### config.mk
export PLATFORM = sky130hd
export DESIGN_NAME = gsp_mul
export DESIGN_NICKNAME = d
export VERILOG_FILES = /design/src/design/gsp_pkg.sv /design/src/design/gsp_mul.sv
export SDC_FILE = /design/constraint.sdc
export NUM_CORES = 2
export LEC_CHECK = 0
export BUFFER_PORTS_ARGS = -buffer_cell sky130_fd_sc_hd__buf_4
export CORE_MARGIN = 2
export CORE_UTILIZATION = 70
export CTS_CLUSTER_DIAMETER = 50
export CTS_CLUSTER_SIZE = 28
export DETAILED_ROUTE_END_ITERATION = 12
export GPL_ROUTABILITY_DRIVEN = 0
export PLACE_DENSITY = 0.89
export RECOVER_POWER = 100
export SLEW_MARGIN = 30
export SYNTH_ARGS = -nofsm -noshare
export SYNTH_HDL_FRONTEND = slang
export SYNTH_SLANG_ARGS = --single-unit
export TNS_END_PERCENT = 50
### constraint.sdc
create_clock -name i_clk -period 32.6 [get_ports i_clk]
set_input_delay 4.89 -clock i_clk [delete_from_list [all_inputs] [get_ports i_clk]]
set_output_delay 4.89 -clock i_clk [all_outputs]
set_load 0.01 [all_outputs]
### src/design/gsp_pkg.sv
// ----------------------------------------------------------------------------
// GPS satellite position package
// Shared payload types, unit request and response structs, sequencer states,
// fixed-point constants and the CORDIC arctangent table.
// ----------------------------------------------------------------------------
package gsp_pkg;

    localparam int unsigned KEPLER_MAX_ITER_DEF = 16;
    localparam int unsigned CORDIC_STAGES_DEF   = 32;

    localparam int TRIG_W = 40;
    typedef logic signed [TRIG_W-1:0] t_trig;

    localparam logic signed [32:0] HALF_WEEK_T    = 33'sd309657600;
    localparam logic signed [32:0] WEEK_T         = 33'sd619315200;
    localparam logic [39:0]        CORDIC_GAIN_Q30 = 40'd652032874;
    localparam logic [63:0]        INV_PI_Q32      = 64'd1367130551;
    localparam logic [31:0]        PERIGEE_ARG     = 32'd356027126;
    localparam logic [63:0]        NODE_RATE_Q32   = 64'd209094235300;
    localparam logic [63:0]        EARTH_RATE_Q32  = 64'd214088516000000;

    // Dividend of the mean-motion division: the scaled root of mu over pi.
    localparam int              DIV_NUM_W = 101;
    localparam logic [DIV_NUM_W-1:0] DIV_NUM = {43'd6663754060321, 58'd0};

    typedef struct packed {
        logic        [29:0] time_of_week;
        logic        [19:0] reference_time;
        logic signed [31:0] mean_anomaly;
        logic        [23:0] root_semi_axis;
        logic        [15:0] eccentricity;
        logic signed [31:0] inclination;
        logic signed [31:0] node_longitude;
    } t_gsp_in;

    typedef struct packed {
        logic signed [31:0] pos_x;
        logic signed [31:0] pos_y;
        logic signed [31:0] pos_z;
        logic               converged;
    } t_gsp_out;

    typedef struct packed {
        logic               start;
        logic signed [63:0] a;
        logic signed [63:0] b;
    } t_mul_req;

    typedef struct packed {
        logic                done;
        logic signed [127:0] p;
    } t_mul_rsp;

    typedef struct packed {
        logic        start;
        logic        vect;
        logic [31:0] ang;
        t_trig       x;
        t_trig       y;
    } t_cor_req;

    typedef struct packed {
        logic        done;
        t_trig       x;
        t_trig       y;
        logic [31:0] z;
    } t_cor_rsp;

    typedef struct packed {
        logic        start;
        logic        sqrt;
        logic [71:0] den;
        logic [63:0] rad;
    } t_ds_req;

    typedef struct packed {
        logic        done;
        logic [63:0] q;
    } t_ds_rsp;

    typedef enum logic [4:0] {
        S_IDLE, S_MM1, S_MM2, S_DIV, S_MA, S_KROT, S_KMUL1, S_KMUL2, S_FROT,
        S_SQ1, S_SQRT, S_SQ2, S_VEC, S_F1, S_R, S_N1, S_N2, S_ROTU, S_ROTI,
        S_ROTL, S_P1, S_P2, S_P3, S_P4, S_P5, S_P6, S_P7, S_P8, S_OUT
    } t_gsp_state;

    function automatic logic [29:0] atan_entry(input logic [5:0] idx);
        logic [29:0] v;
        unique case (idx)
            6'd0:  v = 30'd536870912;
            6'd1:  v = 30'd316933406;
            6'd2:  v = 30'd167458907;
            6'd3:  v = 30'd85004756;
            6'd4:  v = 30'd42667331;
            6'd5:  v = 30'd21354465;
            6'd6:  v = 30'd10679838;
            6'd7:  v = 30'd5340245;
            6'd8:  v = 30'd2670163;
            6'd9:  v = 30'd1335087;
            6'd10: v = 30'd667544;
            6'd11: v = 30'd333772;
            6'd12: v = 30'd166886;
            6'd13: v = 30'd83443;
            6'd14: v = 30'd41722;
            6'd15: v = 30'd20861;
            6'd16: v = 30'd10430;
            6'd17: v = 30'd5215;
            6'd18: v = 30'd2608;
            6'd19: v = 30'd1304;
            6'd20: v = 30'd652;
            6'd21: v = 30'd326;
            6'd22: v = 30'd163;
            6'd23: v = 30'd81;
            6'd24: v = 30'd41;
            6'd25: v = 30'd20;
            6'd26: v = 30'd10;
            6'd27: v = 30'd5;
            6'd28: v = 30'd3;
            6'd29: v = 30'd1;
            6'd30: v = 30'd1;
            default: v = 30'd0;
        endcase
        return v;
    endfunction

endpackage

### src/design/gsp_mul.sv
// ----------------------------------------------------------------------------
// GPS satellite position shared multiplier
// Signed 64 by 64 multiply, one 16-bit digit of the multiplier per cycle.
// ----------------------------------------------------------------------------
module gsp_mul (
    input  logic              i_clk,
    input  logic              i_rst_n,
    input  gsp_pkg::t_mul_req i_req,
    output gsp_pkg::t_mul_rsp o_rsp
);
    import gsp_pkg::*;

    logic signed [63:0]  r_a;
    logic        [63:0]  r_b;
    logic signed [127:0] r_acc;
    logic        [1:0]   r_cnt;
    logic                r_busy;
    logic                r_done;

    logic signed [16:0]  w_dig;
    logic signed [80:0]  w_part;

    // Horner order from the top digit, which is the only signed one.
    assign w_dig  = (r_cnt == 2'd0) ? {r_b[63], r_b[63:48]} : {1'b0, r_b[63:48]};
    assign w_part = r_a * w_dig;

    always_ff @(posedge i_clk) begin
        if (!i_rst_n) begin
            r_busy <= 1'b0;
            r_done <= 1'b0;
            r_cnt  <= 2'd0;
        end else begin
            r_done <= 1'b0;
            if (i_req.start) begin
                r_busy <= 1'b1;
                r_cnt  <= 2'd0;
            end else if (r_busy) begin
                r_cnt <= r_cnt + 2'd1;
                if (r_cnt == 2'd3) begin
                    r_busy <= 1'b0;
                    r_done <= 1'b1;
                end
            end
        end
    end

    always_ff @(posedge i_clk) begin
        if (i_req.start) begin
            r_a <= i_req.a;
            r_b <= i_req.b;
        end else if (r_busy) begin
            r_b <= {r_b[47:0], 16'd0};
            if (r_cnt == 2'd0) begin
                r_acc <= 128'(w_part);
            end else begin
                r_acc <= (r_acc <<< 16) + 128'(w_part);
            end
        end
    end

    assign o_rsp.done = r_done;
    assign o_rsp.p    = r_acc;

endmodule

==> impl_results.md <==
* Crit-path max FO at 64
* Core area at 0.0744 mm^2
* Total CTS buffers at 30
* Warnings, synthesis at 0
* Unrepaired setup endpoints after global routing: false
* Setup violators final at 0
* Filler cells at 4,997
* Synthesized net count at 7,188
* I/O Buffers at 259
* Fmax at 67.7 MHz
* Cell Area, Synth at 0.0526 mm^2
* Top area cells in the synthesized netlist: fa_1 (38%), edfxtp_1 (15%), inv_1 (8.2%), ha_1 (7.3%), nand2_1 (5.8%)
* Kind of critical path: flip-flop to flip-flop
* Worst hold stages at 2
* Setup TNS at 0 ns
* CTS tree: built
* Die area at 0.0774 mm^2
* Hold Buf Count CTS at 0
* Gr ovfl total at 0
* Vias in the first global route at 45,800
* CTS resizes at 0
* Worst r2r src: r_b[48]$_DFFE_PP_
* Worst Hold Launch: r_cnt[0]$_SDFFE_PP0P_
* Yosys reg bits at 260
* Initial antenna violation count at 6
* Row Count at 100
* Critical-path top delay cell: clkbuf_1
* H-tree levels at 1
* Wirelength per Cell at 22.5 um
* Failing checks: max-capacitance violations, max-slew violations
* Critical Path Start Type: flip-flop
* Hold Fails Final Rpt at 0
* All-Layer GR Usage at 40.2%
* Setup Skew at 0.0411 ns
* Worst reg2reg path depth at 35
* Initial Util at 70.7%
* CP delay by family, top: compound AO/OA/AOI/OAI gates
* Worst-Skew Late Latency at 0.64 ns
* Layout cell share with drive strength beyond 1 at 5.28%
* Largest net degree at the start of global routing at 78
* Pre-CTS setup slack at 20.82 ns
* Post-CTS setup repair buffer count at 0
* Mapped Cells at 5,747
* Max-slew violations at 441
* Detail Route Antenna Nets at 0
* Asr flop ratio synth at 0%
* Average size of a mapped cell at 9.16 um^2
* Routed via count at 42,700
* Syn-to-layout area delta at 4.83%
* Worst slew pin tran at 4.09 ns
* End of the worst register-to-register path: r_acc[126]$_DFFE_PP_
* Crit-path most repeated cell: fa_1
* Post-synth EDFFs at 256
* CP endpoint kind: flip-flop
* # IOs at 260
* First-pass GRT wire length at 241 mm
* Iter 0 DRT Violations at 5,307
* Hold Path Class: flip-flop to flip-flop
* First-pass iteration count of the detailed router at 9
* Nets@finish at 7,211
* CTS Buffer Depth at 3
* R2R setup slack at 17.84 ns
* Arrival @ worst endpoint at 15.13 ns
* Period minus WS final at 14.76 ns
* Status: complete, but fails checks
* Max-slew headroom at -173%
* Yosys top cell area share at 38.1%
* Final worst-path setup slack at 17.84 ns
* Post-Route WL at 152 mm
* Crit path buf inv count at 5
* Area leader, netlist: fa_1
* Post-DP HPWL at 116 mm
* Final period utilization at 45.3%
* # DRC at 0
* Max cap viols at 7
* Die width at 278 um
* DR vias/cell at 6.32
* Vert. Die Dim at 278 um
* Data required, critical path at 32.97 ns
* Clk slew on worst S/H paths at 0.07 ns
* Root Driver: clkbuf_16
* Crit-path max cell delay at 2.49 ns
* Sink Count at 260
* Distinct cells, synth at 83
* Sequential area share after synthesis at 14.8%
* Main synth FF type: edfxtp_1
* WHS Endpoint: r_cnt[0]$_SDFFE_PP0P_
kinds of logic (layout without fill, tap and decap cells):
kind of cell / after synthesis / count (layout) / synth area share (%)
adder cells (fa/ha/maj): 1310 / 1310 / 45.4
other: 0 / 4 / 0
buffers and inverters: 1446 / 1491 / 10.4
XOR/XNOR: 195 / 195 / 3.26
flip-flops: 260 / 260 / 14.8
multiplexers: 55 / 55 / 1.17
AO/OA/AOI/OAI: 812 / 812 / 9.95
AND/OR/NAND/NOR: 1669 / 1669 / 15.0
state kept, by name (all words and copies together), names as in the netlist:
register  count
r_done        1
r_busy        1
r_a          64
r_acc       128
r_b          64
r_cnt         2
worst reg2reg max path, delay by kind of cell (launching register included):
kind | cells | cell delay [ns]
flip-flops | 1 | 0.34
adder cells (fa/ha/maj) | 7 | 3.41
XOR/XNOR | 2 | 0.46
AO/OA/AOI/OAI | 18 | 4.90
AND/OR/NAND/NOR | 3 | 0.90
buffers and inverters | 5 | 4.47
through the flow:
stage          cells  hold slack, ns  util, %  cell area [um^2]
2_1_floorplan   5747           0.471        -             52600
4_1_cts         6761           0.552     75.0             55800
3_5_place_dp    6707           0.533     73.7             54900
5_1_grt         6763           0.555     74.1             55200
6_report        6765           0.549     74.1             55200
3_3_place_gp    6707           0.502     73.7             54900
cell usage after synthesis, drive strengths merged (10+ instances only):
library cell and n:
a21o 112, o21a 24, mux2 54, edfxtp 256, o211ai 12, o21ai 202
nand4 72, nor3 31, a31oi 18, nand2 815, o21bai 54, a21boi 10
fa 1002, nor2 184, xnor2 123, a21oi 280, xor2 72, and2 427
nand3 39, o31ai 12, nand2b 18, buf 24, or2 13, or3 10
nor2b 21, ha 308, clkbuf 273, and3 14, inv 1149
layout by cell type (no fill, tap or decap), types with 22 or more instances in the layout:
| cell type | n |
|---|---|
| a21o_1 | 112 |
| a21oi_1 | 280 |
| and2_0 | 22 |
| and2_1 | 405 |
| buf_4 | 88 |
| clkbuf_1 | 139 |
| clkbuf_16 | 30 |
| clkbuf_4 | 62 |
| edfxtp_1 | 256 |
| fa_1 | 1002 |
| ha_1 | 307 |
| inv_1 | 1148 |
| mux2_2 | 50 |
| nand2_1 | 814 |
| nand3_1 | 38 |
| nand4_1 | 72 |
| nor2_1 | 184 |
| nor3_1 | 31 |
| o21a_1 | 24 |
| o21ai_0 | 171 |
| o21ai_2 | 27 |
| o21bai_1 | 54 |
| xnor2_1 | 123 |
| xor2_1 | 72 |
cell type report:
type / instances / area, um^2 / area share (%)
diodes: 4 / 10.0 / 0.0181
clock buffers: 31 / 754 / 1.37
clock inverters: 23 / 239 / 0.433
inverters: 1149 / 4310 / 7.82
multi-input cells: 4041 / 39200 / 71.1
flip-flops and latches: 260 / 7770 / 14.1
well taps: 969 / 1210 / 2.20
repair buffers: 288 / 1640 / 2.98
how the worst max path moves through the flow:
stage	start	end	depth (start not counted)
after floorplan	i_req[128]	r_acc[0]$_DFFE_PP_	3
after global placement	r_cnt[0]$_SDFFE_PP0P_	r_acc[125]$_DFFE_PP_	41
after detailed placement	r_cnt[0]$_SDFFE_PP0P_	r_acc[121]$_DFFE_PP_	39
after CTS	r_cnt[0]$_SDFFE_PP0P_	r_acc[121]$_DFFE_PP_	39
after global routing	r_b[48]$_DFFE_PP_	r_acc[126]$_DFFE_PP_	35
final	r_b[48]$_DFFE_PP_	r_acc[126]$_DFFE_PP_	35
metal layers:
| metal | vias to the layer above | wire length [um] | track usage, % |
|---|---|---|---|
| li1 | 17800 | - | - |
| met1 | 20700 | 51400 | 49.3 |
| met2 | 3290 | 68400 | 62.7 |
| met3 | 884 | 21800 | 13.0 |
| met4 | 2 | 10500 | 23.4 |
| met5 | - | 12 | 0 |
Power is left out: the tool's default activity adds up to more than one toggle a clock period on the data nets, which glitch-free logic cannot reach.
